$ cat config.mk
export PLATFORM = sky130hd
export DESIGN_NAME = longitudinal_speed_pid
export DESIGN_NICKNAME = d
export VERILOG_FILES = /design/src/rtl/core/lsp_pkg.sv /design/src/rtl/core/lsp_mul.sv /design/src/rtl/core/lsp_ctrl.sv /design/src/rtl/core/lsp_dp.sv /design/src/rtl/core/longitudinal_speed_pid.sv
export SDC_FILE = /design/constraint.sdc
export NUM_CORES = 2
export LEC_CHECK = 0
export BUFFER_PORTS_ARGS = -buffer_cell sky130_fd_sc_hd__buf_2
export CAP_MARGIN = 20
export CORE_MARGIN = 2
export CORE_UTILIZATION = 45
export CTS_BUF_LIST = sky130_fd_sc_hd__clkbuf_16
export DETAILED_ROUTE_END_ITERATION = 12
export GPL_TIMING_DRIVEN = 0
export PLACE_DENSITY_LB_ADDON = 0.05
export SETUP_SLACK_MARGIN = 0.05
export SYNTH_ARGS = -nofsm -noshare
export SYNTH_HDL_FRONTEND = slang
export SYNTH_SLANG_ARGS = --single-unit
$ cat constraint.sdc
create_clock -name clk -period 21.4 [get_ports clk]
set_input_delay 1.07 -clock clk [delete_from_list [all_inputs] [get_ports clk]]
set_output_delay 1.07 -clock clk [all_outputs]
set_load 0.01 [all_outputs]
$ cat src/rtl/core/lsp_pkg.sv
// Shared types and constants of the longitudinal speed controller.
package lsp_pkg;

  localparam int DATA_W   = 16;
  localparam int IDX_W    = 3;
  localparam int GEAR_W   = 3;
  localparam int PCT_W    = 7;
  localparam int MUL_A_W  = 17;
  localparam int MUL_B_W  = 33;
  localparam int PROD_W   = MUL_A_W + MUL_B_W;
  localparam int ACC_W    = 49;
  localparam int VAL_W    = 57;
  localparam int CMP_W    = 24;
  localparam int DIST_W   = 32;

  localparam logic [IDX_W-1:0] REG_TIME_STEP       = 3'd0;
  localparam logic [IDX_W-1:0] REG_STOP_BRAKE_GAIN = 3'd1;
  localparam logic [IDX_W-1:0] REG_STOP_BRAKE_OFF  = 3'd2;
  localparam logic [IDX_W-1:0] REG_DECEL_GAIN      = 3'd3;
  localparam logic [IDX_W-1:0] REG_SLOPE_PROP_GAIN = 3'd4;
  localparam logic [IDX_W-1:0] REG_SLOPE_INTEG_GAIN = 3'd5;
  localparam logic [IDX_W-1:0] REG_FLAT_PROP_GAIN  = 3'd6;
  localparam logic [IDX_W-1:0] REG_FLAT_INTEG_GAIN = 3'd7;

  localparam logic [DATA_W-1:0] TIME_STEP_RESET = 16'd3277;

  localparam logic [GEAR_W-1:0] GEAR_DRIVE   = 3'd3;
  localparam logic [GEAR_W-1:0] GEAR_REVERSE = 3'd4;

  localparam logic [PCT_W-1:0] THROTTLE_MAX = 7'd100;
  localparam logic [PCT_W-1:0] BRAKE_MAX    = 7'd125;
  localparam int               STOP_BRAKE   = 30;

  typedef struct packed {
    logic load;
    logic mul1;
    logic upd;
    logic mul2;
    logic sum;
    logic out_load;
  } cmd_t;

  typedef struct packed {
    logic out_free;
  } status_t;

endpackage

$ cat src/rtl/core/lsp_mul.sv
// Shared signed multiplier with a registered product.
module lsp_mul
  import lsp_pkg::*;
(
  input  logic                      clk,
  input  logic                      en,
  input  logic signed [MUL_A_W-1:0] a,
  input  logic signed [MUL_B_W-1:0] b,
  output logic signed [PROD_W-1:0]  prod_r
);

  always_ff @(posedge clk) begin
    if (en) begin
      prod_r <= a * b;
    end
  end

endmodule

$ cat src/rtl/core/lsp_ctrl.sv
// Sequencer that steps one item through the controller datapath.
module lsp_ctrl
  import lsp_pkg::*;
(
  input  logic    clk,
  input  logic    rst_n,
  input  logic    in_valid,
  output logic    in_stall,
  input  status_t status,
  output cmd_t    cmd
);

  localparam logic [2:0] S_IDLE = 3'd0;
  localparam logic [2:0] S_M1   = 3'd1;
  localparam logic [2:0] S_UPD  = 3'd2;
  localparam logic [2:0] S_M2   = 3'd3;
  localparam logic [2:0] S_SUM  = 3'd4;
  localparam logic [2:0] S_OUT  = 3'd5;

  logic [2:0] state_r, state_nxt;

  always_comb begin
    state_nxt = state_r;
    cmd       = '0;
    case (state_r)
      S_IDLE: begin
        if (in_valid) begin
          cmd.load  = 1'b1;
          state_nxt = S_M1;
        end
      end
      S_M1: begin
        cmd.mul1  = 1'b1;
        state_nxt = S_UPD;
      end
      S_UPD: begin
        cmd.upd   = 1'b1;
        state_nxt = S_M2;
      end
      S_M2: begin
        cmd.mul2  = 1'b1;
        state_nxt = S_SUM;
      end
      S_SUM: begin
        cmd.sum   = 1'b1;
        state_nxt = S_OUT;
      end
      S_OUT: begin
        if (status.out_free) begin
          cmd.out_load = 1'b1;
          state_nxt    = S_IDLE;
        end
      end
      default: begin
        state_nxt = S_IDLE;
      end
    endcase
  end

  assign in_stall = (state_r != S_IDLE);

  always_ff @(posedge clk) begin
    if (!rst_n) begin
      state_r <= S_IDLE;
    end else begin
      state_r <= state_nxt;
    end
  end

endmodule

$ cat src/rtl/core/lsp_dp.sv
// Datapath: configuration registers, controller state, arithmetic and result register.
module lsp_dp
  import lsp_pkg::*;
#(
  parameter int FRACTION_BITS = 8
) (
  input  logic                     clk,
  input  logic                     rst_n,
  input  cmd_t                     cmd,
  output status_t                  status,
  input  logic                     cfg_we,
  input  logic [IDX_W-1:0]         cfg_index,
  input  logic [DATA_W-1:0]        cfg_wdata,
  input  logic signed [DATA_W-1:0] in_target_speed,
  input  logic [DATA_W-1:0]        in_measured_speed,
  input  logic signed [DATA_W-1:0] in_speed_error,
  input  logic signed [DATA_W-1:0] in_pitch_angle,
  output logic                     out_valid,
  input  logic                     out_stall,
  output logic [GEAR_W-1:0]        out_gear_code,
  output logic [PCT_W-1:0]         out_throttle_percent,
  output logic [PCT_W-1:0]         out_brake_percent
);

  localparam logic signed [CMP_W-1:0] ONE = CMP_W'(1 << FRACTION_BITS);
  localparam logic signed [CMP_W-1:0] TWO = CMP_W'(2 << FRACTION_BITS);
  localparam logic signed [CMP_W-1:0] THREE = CMP_W'(3 << FRACTION_BITS);

  logic [DATA_W-1:0] regs_r [8];

  logic signed [DATA_W-1:0] tgt_r, err_r, pitch_r;
  logic [DATA_W-1:0]        meas_r;
  logic [DIST_W-1:0]        dist_r;
  logic signed [31:0]       integ_r;
  logic signed [ACC_W-1:0]  acc_r;
  logic signed [PROD_W-1:0] prod_r;
  logic                     out_valid_r;
  logic [GEAR_W-1:0]        gear_r;
  logic [PCT_W-1:0]         throttle_r, brake_r;

  logic signed [CMP_W-1:0] tgt_x, err_x, pitch_x, meas_x, mag_x;
  logic                    m_stop, m_slow, m_decel, m_near, m_slope;
  logic                    md_hold, md_dist, md_decel, md_pi;

  logic signed [MUL_A_W-1:0] mul_a;
  logic signed [MUL_B_W-1:0] mul_b;
  logic signed [DATA_W-1:0]  kp, ki;

  logic signed [32:0]       integ_sum;
  logic signed [31:0]       integ_sat;
  logic [DIST_W:0]          dist_sum;
  logic signed [ACC_W-1:0]  sum_nxt;
  logic signed [VAL_W-1:0]  acc_v, val;
  logic [PCT_W-1:0]         thr_pct, brk_pct;

  function automatic logic [PCT_W-1:0] to_pct(input logic signed [VAL_W-1:0] v,
                                               input logic [PCT_W-1:0] lim);
    logic [VAL_W-1:0] q;
    q = VAL_W'(v) >> (2 * FRACTION_BITS);
    if (v <= 0) begin
      return '0;
    end else if (q > VAL_W'(lim)) begin
      return lim;
    end else begin
      return q[PCT_W-1:0];
    end
  endfunction

  // Threshold decisions are exact integer compares on the latched item.
  always_comb begin
    tgt_x   = CMP_W'(tgt_r);
    err_x   = CMP_W'(err_r);
    pitch_x = CMP_W'(pitch_r);
    meas_x  = CMP_W'({1'b0, meas_r});
    mag_x   = (err_x < 0) ? -err_x : err_x;
    m_stop  = ((tgt_x <<< 4) + (tgt_x <<< 2)) < ONE;
    m_slow  = ((meas_x <<< 3) + (meas_x <<< 1)) < ONE;
    m_decel = (err_x <<< 1) < -ONE;
    m_near  = (mag_x <<< 1) < THREE;
    m_slope = pitch_x > TWO;
    md_hold  = m_stop && m_slow;
    md_dist  = m_stop && !m_slow;
    md_decel = !m_stop && m_decel;
    md_pi    = !m_stop && !m_decel;
  end

  always_comb begin
    kp = m_slope ? signed'(regs_r[REG_SLOPE_PROP_GAIN]) : signed'(regs_r[REG_FLAT_PROP_GAIN]);
    ki = m_slope ? signed'(regs_r[REG_SLOPE_INTEG_GAIN]) : signed'(regs_r[REG_FLAT_INTEG_GAIN]);
    mul_a = '0;
    mul_b = '0;
    if (cmd.mul1) begin
      if (m_stop) begin
        mul_a = signed'({1'b0, meas_r});
        mul_b = signed'(MUL_B_W'(regs_r[REG_TIME_STEP]));
      end else if (m_decel) begin
        mul_a = MUL_A_W'(err_r);
        mul_b = MUL_B_W'(signed'(regs_r[REG_DECEL_GAIN]));
      end else begin
        mul_a = MUL_A_W'(kp);
        mul_b = MUL_B_W'(err_r);
      end
    end else begin
      if (m_stop) begin
        mul_a = MUL_A_W'(signed'(regs_r[REG_STOP_BRAKE_GAIN]));
        mul_b = signed'({1'b0, dist_r});
      end else begin
        mul_a = MUL_A_W'(ki);
        mul_b = MUL_B_W'(integ_r);
      end
    end
  end

  lsp_mul u_mul (
    .clk   (clk),
    .en    (cmd.mul1 | cmd.mul2),
    .a     (mul_a),
    .b     (mul_b),
    .prod_r(prod_r)
  );

  always_comb begin
    integ_sum = 33'(integ_r) + 33'(err_r);
    if (integ_sum[32] != integ_sum[31]) begin
      integ_sat = integ_sum[32] ? 32'sh8000_0000 : 32'sh7FFF_FFFF;
    end else begin
      integ_sat = integ_sum[31:0];
    end
    dist_sum = {1'b0, dist_r} + (DIST_W + 1)'(prod_r[31:16]);
  end

  always_comb begin
    if (md_hold) begin
      sum_nxt = ACC_W'(STOP_BRAKE) <<< (2 * FRACTION_BITS);
    end else if (md_dist) begin
      sum_nxt = prod_r[ACC_W-1:0]
              + (ACC_W'(signed'(regs_r[REG_STOP_BRAKE_OFF])) <<< FRACTION_BITS);
    end else if (md_decel) begin
      sum_nxt = acc_r;
    end else begin
      sum_nxt = acc_r + prod_r[ACC_W-1:0];
    end
  end

  always_comb begin
    acc_v = VAL_W'(acc_r);
    val   = md_pi ? ((acc_v <<< 6) + (acc_v <<< 5) + (acc_v <<< 2)) : acc_v;
    thr_pct = md_pi ? to_pct(val, THROTTLE_MAX) : '0;
    brk_pct = md_pi ? to_pct(-val, BRAKE_MAX) : to_pct(val, BRAKE_MAX);
  end

  always_ff @(posedge clk) begin
    if (!rst_n) begin
      for (int i = 0; i < 8; i++) begin
        regs_r[i] <= '0;
      end
      regs_r[REG_TIME_STEP] <= TIME_STEP_RESET;
    end else if (cfg_we) begin
      regs_r[cfg_index] <= cfg_wdata;
    end
  end

  always_ff @(posedge clk) begin
    if (cmd.load) begin
      tgt_r   <= in_target_speed;
      meas_r  <= in_measured_speed;
      err_r   <= in_speed_error;
      pitch_r <= in_pitch_angle;
    end
    if (cmd.upd) begin
      acc_r <= prod_r[ACC_W-1:0];
    end else if (cmd.sum) begin
      acc_r <= sum_nxt;
    end
    if (cmd.out_load) begin
      gear_r     <= (tgt_r < 0) ? GEAR_REVERSE : GEAR_DRIVE;
      throttle_r <= thr_pct;
      brake_r    <= brk_pct;
    end
  end

  always_ff @(posedge clk) begin
    if (!rst_n) begin
      dist_r      <= '0;
      integ_r     <= '0;
      out_valid_r <= 1'b0;
    end else begin
      if (cmd.mul1 && md_pi) begin
        integ_r <= m_near ? integ_sat : '0;
      end
      if (cmd.upd) begin
        if (md_dist) begin
          dist_r <= dist_sum[DIST_W] ? '1 : dist_sum[DIST_W-1:0];
        end else if (!m_stop) begin
          dist_r <= '0;
        end
      end
      if (cmd.out_load) begin
        out_valid_r <= 1'b1;
      end else if (!out_stall) begin
        out_valid_r <= 1'b0;
      end
    end
  end

  assign status.out_free      = !out_valid_r || !out_stall;
  assign out_valid            = out_valid_r;
  assign out_gear_code        = gear_r;
  assign out_throttle_percent = throttle_r;
  assign out_brake_percent    = brake_r;

endmodule

$ cat src/rtl/core/longitudinal_speed_pid.sv
// Top level of the longitudinal speed controller.
//
// One item per control tick enters on the in_ channel: reference speed, measured
// speed, speed error and pitch, with FRACTION_BITS fraction bits. Each item gives
// exactly one result item on the out_ channel: gear code, throttle and brake percent.
// An item is taken when valid is high and stall is low on that channel.
// The block works on one item at a time with a single shared 17 by 33 bit
// multiplier, which each item uses twice. After acceptance an item passes through
// the states S_M1, S_UPD, S_M2, S_SUM and S_OUT before out_valid rises, and in_stall
// stays high until it is back in idle, so a new item is taken only once the last is loaded.
// The finished result sits in an output register; while the receiver stalls it is
// held unchanged, and a later item waits in its last step until the register frees.
// The configuration port writes one of eight registers per cycle with cfg_we.
// Synchronous reset clears the stop distance and the error integral, restores the
// register defaults and empties the output register.
module longitudinal_speed_pid
  import lsp_pkg::*;
#(
  parameter int FRACTION_BITS = 8
) (
  input  logic                     clk,
  input  logic                     rst_n,
  input  logic                     cfg_we,
  input  logic [IDX_W-1:0]         cfg_index,
  input  logic [DATA_W-1:0]        cfg_wdata,
  input  logic                     in_valid,
  output logic                     in_stall,
  input  logic signed [DATA_W-1:0] in_target_speed,
  input  logic [DATA_W-1:0]        in_measured_speed,
  input  logic signed [DATA_W-1:0] in_speed_error,
  input  logic signed [DATA_W-1:0] in_pitch_angle,
  output logic                     out_valid,
  input  logic                     out_stall,
  output logic [GEAR_W-1:0]        out_gear_code,
  output logic [PCT_W-1:0]         out_throttle_percent,
  output logic [PCT_W-1:0]         out_brake_percent
);

  cmd_t    cmd;
  status_t status;

  lsp_ctrl u_ctrl (
    .clk     (clk),
    .rst_n   (rst_n),
    .in_valid(in_valid),
    .in_stall(in_stall),
    .status  (status),
    .cmd     (cmd)
  );

  lsp_dp #(
    .FRACTION_BITS(FRACTION_BITS)
  ) u_dp (
    .clk                 (clk),
    .rst_n               (rst_n),
    .cmd                 (cmd),
    .status              (status),
    .cfg_we              (cfg_we),
    .cfg_index           (cfg_index),
    .cfg_wdata           (cfg_wdata),
    .in_target_speed     (in_target_speed),
    .in_measured_speed   (in_measured_speed),
    .in_speed_error      (in_speed_error),
    .in_pitch_angle      (in_pitch_angle),
    .out_valid           (out_valid),
    .out_stall           (out_stall),
    .out_gear_code       (out_gear_code),
    .out_throttle_percent(out_throttle_percent),
    .out_brake_percent   (out_brake_percent)
  );

endmodule

=== Yosys cells after proc, flatten, opt, wreduce, memory -nomap -nowiden ===
Memory sizes are Yosys's and may differ from the RTL's.
Cells that the tools add are included.

* Add/subtract/negate cells: 10
* Multipliers: 1
* Divide/modulo/power cells: 0
* Order comparisons: 12
* Eq/ne operators: 11
* Shifts and indexed selects: 0
* Muxes and demuxes: 51
* Bitwise logic cells: 3
* Reductions and logical operators: 20

{| class="wikitable"
|+ Operator list
! operator !! count
|-
| $mux 49 || 5
|-
| $mux 32 || 6
|-
| $mux 33 || 4
|-
| $gt 41x7->1 const B || 3
|-
| $le 57x1->1 const B || 2
|-
| $add 49x49->49 || 2
|-
| $mux 17 || 4
|-
| $add 32x16->33 || 2
|-
| $mux 16 || 4
|-
| $add 56x51->57 || 1
|-
| $mux 57 || 1
|-
| $neg 57->57 || 1
|-
| $add 55x54->56 || 1
|-
| $mul 17x33->49 || 1
|-
| $lt 24x10->1 const B || 2
|-
| $mux 7 || 6
|-
| $lt 16x1->1 const B || 2
|-
| $lt 24x11->1 const B || 1
|-
| $mux 23 || 1
|-
| $neg 16->23 || 1
|-
| $add 20x18->21 || 1
|-
| $add 19x17->20 || 1
|-
| $pmux 3 s6 || 1
|-
| $lt 17x9->1 const B || 1
|-
| 22 further kinds || 54
|}

* Flip-flop bits (word level): 247
* Latch bits: 0
* Bits in writable memories: 128
* Memory bits (read-only): 0
* Bits of input ports: 88
* Output and inout bits: 19
* Memories: 1

{| class="wikitable"
|+ Memories
! name !! depth !! bits a word !! rd ports !! clocked after Yosys merged registers in !! write ports !! RTL line !! text
|-
| u_dp.regs_r || 8 || 16 || 8 || 0 || 8 || lsp_dp.sv:29 || <nowiki>logic [DATA_W-1:0] regs_r [8];</nowiki>
|}

=== Logic depth before layout (Yosys ltp) ===
* Depth after elaboration: 10
* Depth in mapped cells: 41
* Mapped depth without buffers: 37

=== By module ===
Synthesis repeated with hierarchy kept, for this count alone.

* Cell total of the unflattened synthesis: 5208
* Area total of the unflattened synthesis: 48582.8 um2

{| class="wikitable"
|+ Modules (own cells, without submodules)
! module !! times used !! cells an instance !! area an instance (um2) !! seq. area each (um2)
|-
| lsp_dp || 1 || 3014 || 27707.8 || 9018.6
|-
| lsp_mul || 1 || 2171 || 20691.1 || 1501.4
|-
| lsp_ctrl || 1 || 23 || 183.9 || 60.1
|}

=== Least setup slack after synthesis ===
OpenSTA, ideal clock, no wires.

* Kind: register to register
* Start: register u_ctrl.state_r[0]
* End: register u_dp.u_mul.prod_r[48] (data pin)
* Arrival time: 11178 ps
* Required time: 21141 ps
* Path slack: 9963 ps
* Cell stages (with the launch flop): 37
* Buffers on the path: 5
* Clock period less this slack: 11437 ps
* Path through: dfxtp_1 clkbuf_1 nor2b_1 nor2b_1 clkbuf_1 clkbuf_1 buf_1 mux2i_1 o21a_1 clkbuf_1 nor2_1 fa_1 inv_1 fa_1 inv_1 fa_1 fa_1 fa_1 inv_1 fa_1 inv_1 ha_1 o21ai_0 nand2b_1 and2_1 and3_1 or3_1 o21ai_0 o31ai_1 o41ai_1 o21ai_0 a211oi_1 o21ai_0 a21oi_1 o221ai_1 a21oi_1 xnor2_1

* Word-level cells in the longest chain between the ends: 4

{| class="wikitable"
|+ Ends and longest elaborated chain
! what !! RTL line !! text
|-
| start: declaration || lsp_ctrl.sv:20 || <nowiki>logic [2:0] state_r, state_nxt;</nowiki>
|-
| start signal: assignment || lsp_ctrl.sv:66 || <nowiki>state_r <= state_nxt;</nowiki>
|-
| $eq 3x1->1 (*) || lsp_ctrl.sv:25 || <nowiki>case (state_r)</nowiki>
|-
| $mux 1 (*) || lsp_ctrl.sv:25 ||
|-
| $mux 17 or $mux 33 (tied branches) || lsp_dp.sv:92 || <nowiki>if (cmd.mul1) begin</nowiki>
|-
| $mul 17x33->49 (*) || lsp_mul.sv:14 || <nowiki>prod_r <= a * b;</nowiki>
|-
| end signal: assignment || lsp_mul.sv:14 ||
|-
| end: declaration || lsp_mul.sv:9 || <nowiki>output logic signed [PROD_W-1:0] prod_r</nowiki>
|}

Mark *: on every way between the ends. The rest lies on a longest branch, timed or not.
A chain may end at the register's enable or synchronous reset.

=== Worst setup path after layout ===
* Start: register u_dp.tgt_r[11]
* End: register u_dp.u_mul.prod_r[48] (data pin)

* Word-level cells in the longest chain between the ends: 5

{| class="wikitable"
|+ Ends and longest elaborated chain
! what !! RTL line !! text
|-
| start: declaration || lsp_dp.sv:31 || <nowiki>logic signed [DATA_W-1:0] tgt_r, err_r, pitch_r;</nowiki>
|-
| start signal: assignment || lsp_dp.sv:165 || <nowiki>tgt_r <= in_target_speed;</nowiki>
|-
| $add 20x18->21 (*) || lsp_dp.sv:76 || <nowiki>m_stop = ((tgt_x <<< 4) + (tgt_x <<< 2)) < ONE;</nowiki>
|-
| $lt 24x10->1 (*) || lsp_dp.sv:76 ||
|-
| $mux 17 (tied with other cells) || lsp_dp.sv:104 || <nowiki>if (m_stop) begin</nowiki>
|-
| $mux 17 or $mux 33 (tied branches) || lsp_dp.sv:92 ||
|-
| $mul 17x33->49 (*) || lsp_mul.sv:14 ||
|}

Marks and branches as above.

==> summary.txt <==
Power
  • Net Sw Power: 3291 uW
  • Combinational power share: 68.7%
  • Clock Power Share: 14.0%
  • P_leak: 0.02284 uW
  • Power Total: 6522 uW
  • Power Density: 126.5 nW/um^2
  • VDD IR max: 98.39 uV
  • Sw Share: 50.47%
  • Sequential power share: 17.3%
  • Internal cell power: 3231 uW

Placement
  • RD Place Congestion: 0.9705
  • Setup WS pre-CTS: 6.966 ns
  • Cells after DPL: 6780
  • HPWL after DPL: 131600 um
  • I/O Buffers: 106

CTS
  • Worst-Skew Late Latency: 0.65 ns
  • Register clock-pin slew on the reported worst setup and hold paths: 0.06 ns
  • H-tree levels: 2
  • Sink Count: 374
  • CTS buffer count: 47
  • Clock Path Buffers: 3
  • Clock root cell: clkbuf_16
  • CTS tree: yes
  • Post-CTS sizing: 0
  • # Post-CTS Setup Buffers: 0
  • Hold Buf Count CTS: 0

Detailed routing
  • DR vias/cell: 5.666
  • Wl on met1: 68600 um
  • DR WL/cell: 23.28 um
  • DRC: 0
  • Overall via count from detail_route: 38960
  • Top Metal Used: met4
  • Final wirelength: 160000 um
  • DRT Pass-1 Iters: 5
  • Post-route ant nets: 0
  • Starting DRC count in detailed routing: 3147
  • Routed wl met2: 73170 um
  • Routed length on met3: 11750 um

Global route
  • First-pass GRT wire length: 243800 um
  • GRT overflow: 0
  • Largest net degree at the start of global routing: 35
  • Total global-route track usage: 30.07%
  • Vias in the first global route: 39500
  • Initial antenna violation count: 11

Timing
  • Relative slew slack: 15.80%
  • Tmin final: 14.75 ns
  • Final TNS setup: 0 ns
  • Final Setup Violations: 0
  • Tcrit/Tclk final: 68.92%
  • Final hold viol count: 0
  • Final slew viol count: 0
  • Final Skew: 0.03984 ns
  • Least-Margin Pin Slew: 1.263 ns
  • Max Clk Rate: 67.80 MHz
  • Post-route worst setup slack: 6.651 ns
  • RSZ-0062 raised after global routing: false

Run status
  • Run status: completed

Min path
  • WHS Path Cells: 2
  • Hold Crit Class: reg2reg
  • Hold Crit Start: u_dp.integ_r[30]$_SDFFE_PN0P_
  • Min-Delay Endpoint: u_dp.integ_r[30]$_SDFFE_PN0P_

Synth
  • FF+latch count, synth: 374
  • Net Count, Synth: 6269
  • Cell area after synthesis: 47190 um^2
  • Top cell type's share of synthesized area: 24.69%
  • Yosys cell types: 88
  • Count leader, synth: inv_1
  • Mean Syn Cell Area: 8.950 um^2
  • Post-synth top cells: inv_1 (637), nand2_1 (622), fa_1 (582), nor2_1 (546), ha_1 (327)
  • Seq/Total Area, Yosys: 22.36%
  • Yosys Warn Count: 0
  • Synth Instances: 5272
  • Ys async rst share: 0%
  • Number of synthesized flops with an enable pin: 306
  • Synth top area cells: fa_1 (25%), edfxtp_1 (19%), ha_1 (8.7%)
  • Primary FF master, synth: edfxtp_1
  • Synth area leader: fa_1

Layout
  • Layout filler cell count: 10110
  • Share of layout cells above drive strength 1: 5.354%
  • Synth-to-Final Area Change: 9.297%
  • Final net count: 6449
  • Register area: 10550 um^2
  • Multi-input gate area: 33550 um^2
  • Fin util: 49.69%
  • Finished Layout Cells: 6876

Worst setup path
  • WS Path Type: reg2reg
  • Arr. time, crit path: 15.11 ns
  • Critical path's top delay family: compound AO/OA/AOI/OAI gates
  • Setup crit start kind: register
  • Worst Reg-to-Reg Cells: 39
  • Worst Path Max Fanout: 10
  • CP max-delay cell: o41ai_1
  • Reg-to-reg setup timing slack: 6.65 ns
  • R2r startpoint: u_dp.tgt_r[11]$_DFFE_PP_
  • Req. time, crit path: 21.76 ns
  • CP max stage delay: 0.76 ns
  • Crit. End Element: register
  • Worst flop-to-flop path endpoint: u_dp.u_mul.prod_r[48]$_DFFE_PP_
  • CP most frequent cell: fa_1
  • Buf/Inv on CP: 7

Die
  • Core footprint: 103800 um^2
  • Die Wd: 327.8 um
  • Starting Density: 45.46%
  • Die height: 327.8 um
  • Die area: 107500 um^2
  • I/O Pins: 107
  • Row count: 118

Job
  • Max-cap violations: 0
## cell families (layout without fill, tap and decap cells)
family	Yosys count	after routing	share of synthesized area (%)
AO/OA/AOI/OAI	1044	1044	14.33
XOR/XNOR	208	208	3.861
adder cells (fa/ha/maj)	909	909	33.36
buffers and inverters	837	1056	6.679
flip-flops	374	374	22.36
multiplexers	64	64	1.384
other	0	5	0
AND/OR/NAND/NOR	1836	1836	18.02
## worst max path at each step
| stage | from | end | slack (ns) | cells after the start |
|---|---|---|---|---|
| 2_1_floorplan | u_ctrl.state_r[0]$_SDFFE_PN0P_ | u_dp.u_mul.prod_r[48]$_DFFE_PP_ | 9.96 | 36 |
| 3_3_place_gp | u_ctrl.state_r[0]$_SDFFE_PN0P_ | u_dp.u_mul.prod_r[48]$_DFFE_PP_ | 5.06 | 35 |
| 3_5_place_dp | u_dp.tgt_r[1]$_DFFE_PP_ | u_dp.u_mul.prod_r[48]$_DFFE_PP_ | 6.97 | 39 |
| 4_1_cts | u_dp.tgt_r[3]$_DFFE_PP_ | u_dp.u_mul.prod_r[48]$_DFFE_PP_ | 6.87 | 39 |
| 5_1_grt | u_dp.tgt_r[9]$_DFFE_PP_ | u_dp.u_mul.prod_r[48]$_DFFE_PP_ | 6.11 | 39 |
| 6_report | u_dp.tgt_r[11]$_DFFE_PP_ | u_dp.u_mul.prod_r[48]$_DFFE_PP_ | 6.65 | 39 |
## sequential cells by signal (all words and copies together) (netlist names), 16 cells and up
register / cells
u_dp.err_r: 16
u_dp.integ_r: 32
u_dp.meas_r: 16
u_dp.pitch_r: 16
u_dp.regs_r: 128
u_dp.u_mul.prod_r: 49
u_dp.dist_r: 32
u_dp.acc_r: 49
u_dp.tgt_r: 16
## stage by stage
stage,instance area (um^2),hold WS [ns]
CTS,51510,0.4890
global placement,49440,0.4759
detailed placement,49760,0.4804
floorplan,47190,0.4480
global route,51560,0.5249
finish,51570,0.4884
## tightest hold or removal path: stages (launching register included)
cell and delay (ns):
dfxtp_1 0.33, nand2_1 0.05, o21ai_0 0.06
## area by class of cell
cell class,instances,share of cell area (%)
diodes,5,0.02426
plain buffers,200,1.475
repair buffers,131,1.599
multi-input cells,4061,65.06
clock inverters,40,1.075
inverters,637,4.636
clock buffers,48,2.329
flip-flops and latches,374,20.46
well taps,1380,3.348
## power by group through the flow
| stage | sequential [uW] | clock, uW | combinational, uW |
|---|---|---|---|
| finish | 1130 | 912 | 4480 |
| global route | 1140 | 954 | 4960 |
| detailed placement | 1140 | 0 | 4400 |
| floorplan | 1070 | 0 | 3140 |
| CTS | 1130 | 929 | 4430 |
| global placement | 1150 | 0 | 4370 |
## per-layer routing
layer  track usage [%]  vias to the layer above
met1             41.06                    19180
met4             11.08                        0
li1                  -                    18160
met3             4.457                      292
met5                 0                        -
met2             48.53                     1333
## layout by cell type (no fill, tap or decap), types with 78 or more instances in the layout
cell,n
inv_1,641
nand2_1,622
fa_1,582
nor2_1,544
ha_1,327
edfxtp_1,306
a21oi_1,269
o21ai_0,226
clkbuf_1,180
and2_1,161
xnor2_1,138
buf_2,112
a21o_1,107
nor3_1,84
nand3_1,80
nand2b_1,78
(Power assumes the default switching activity.)
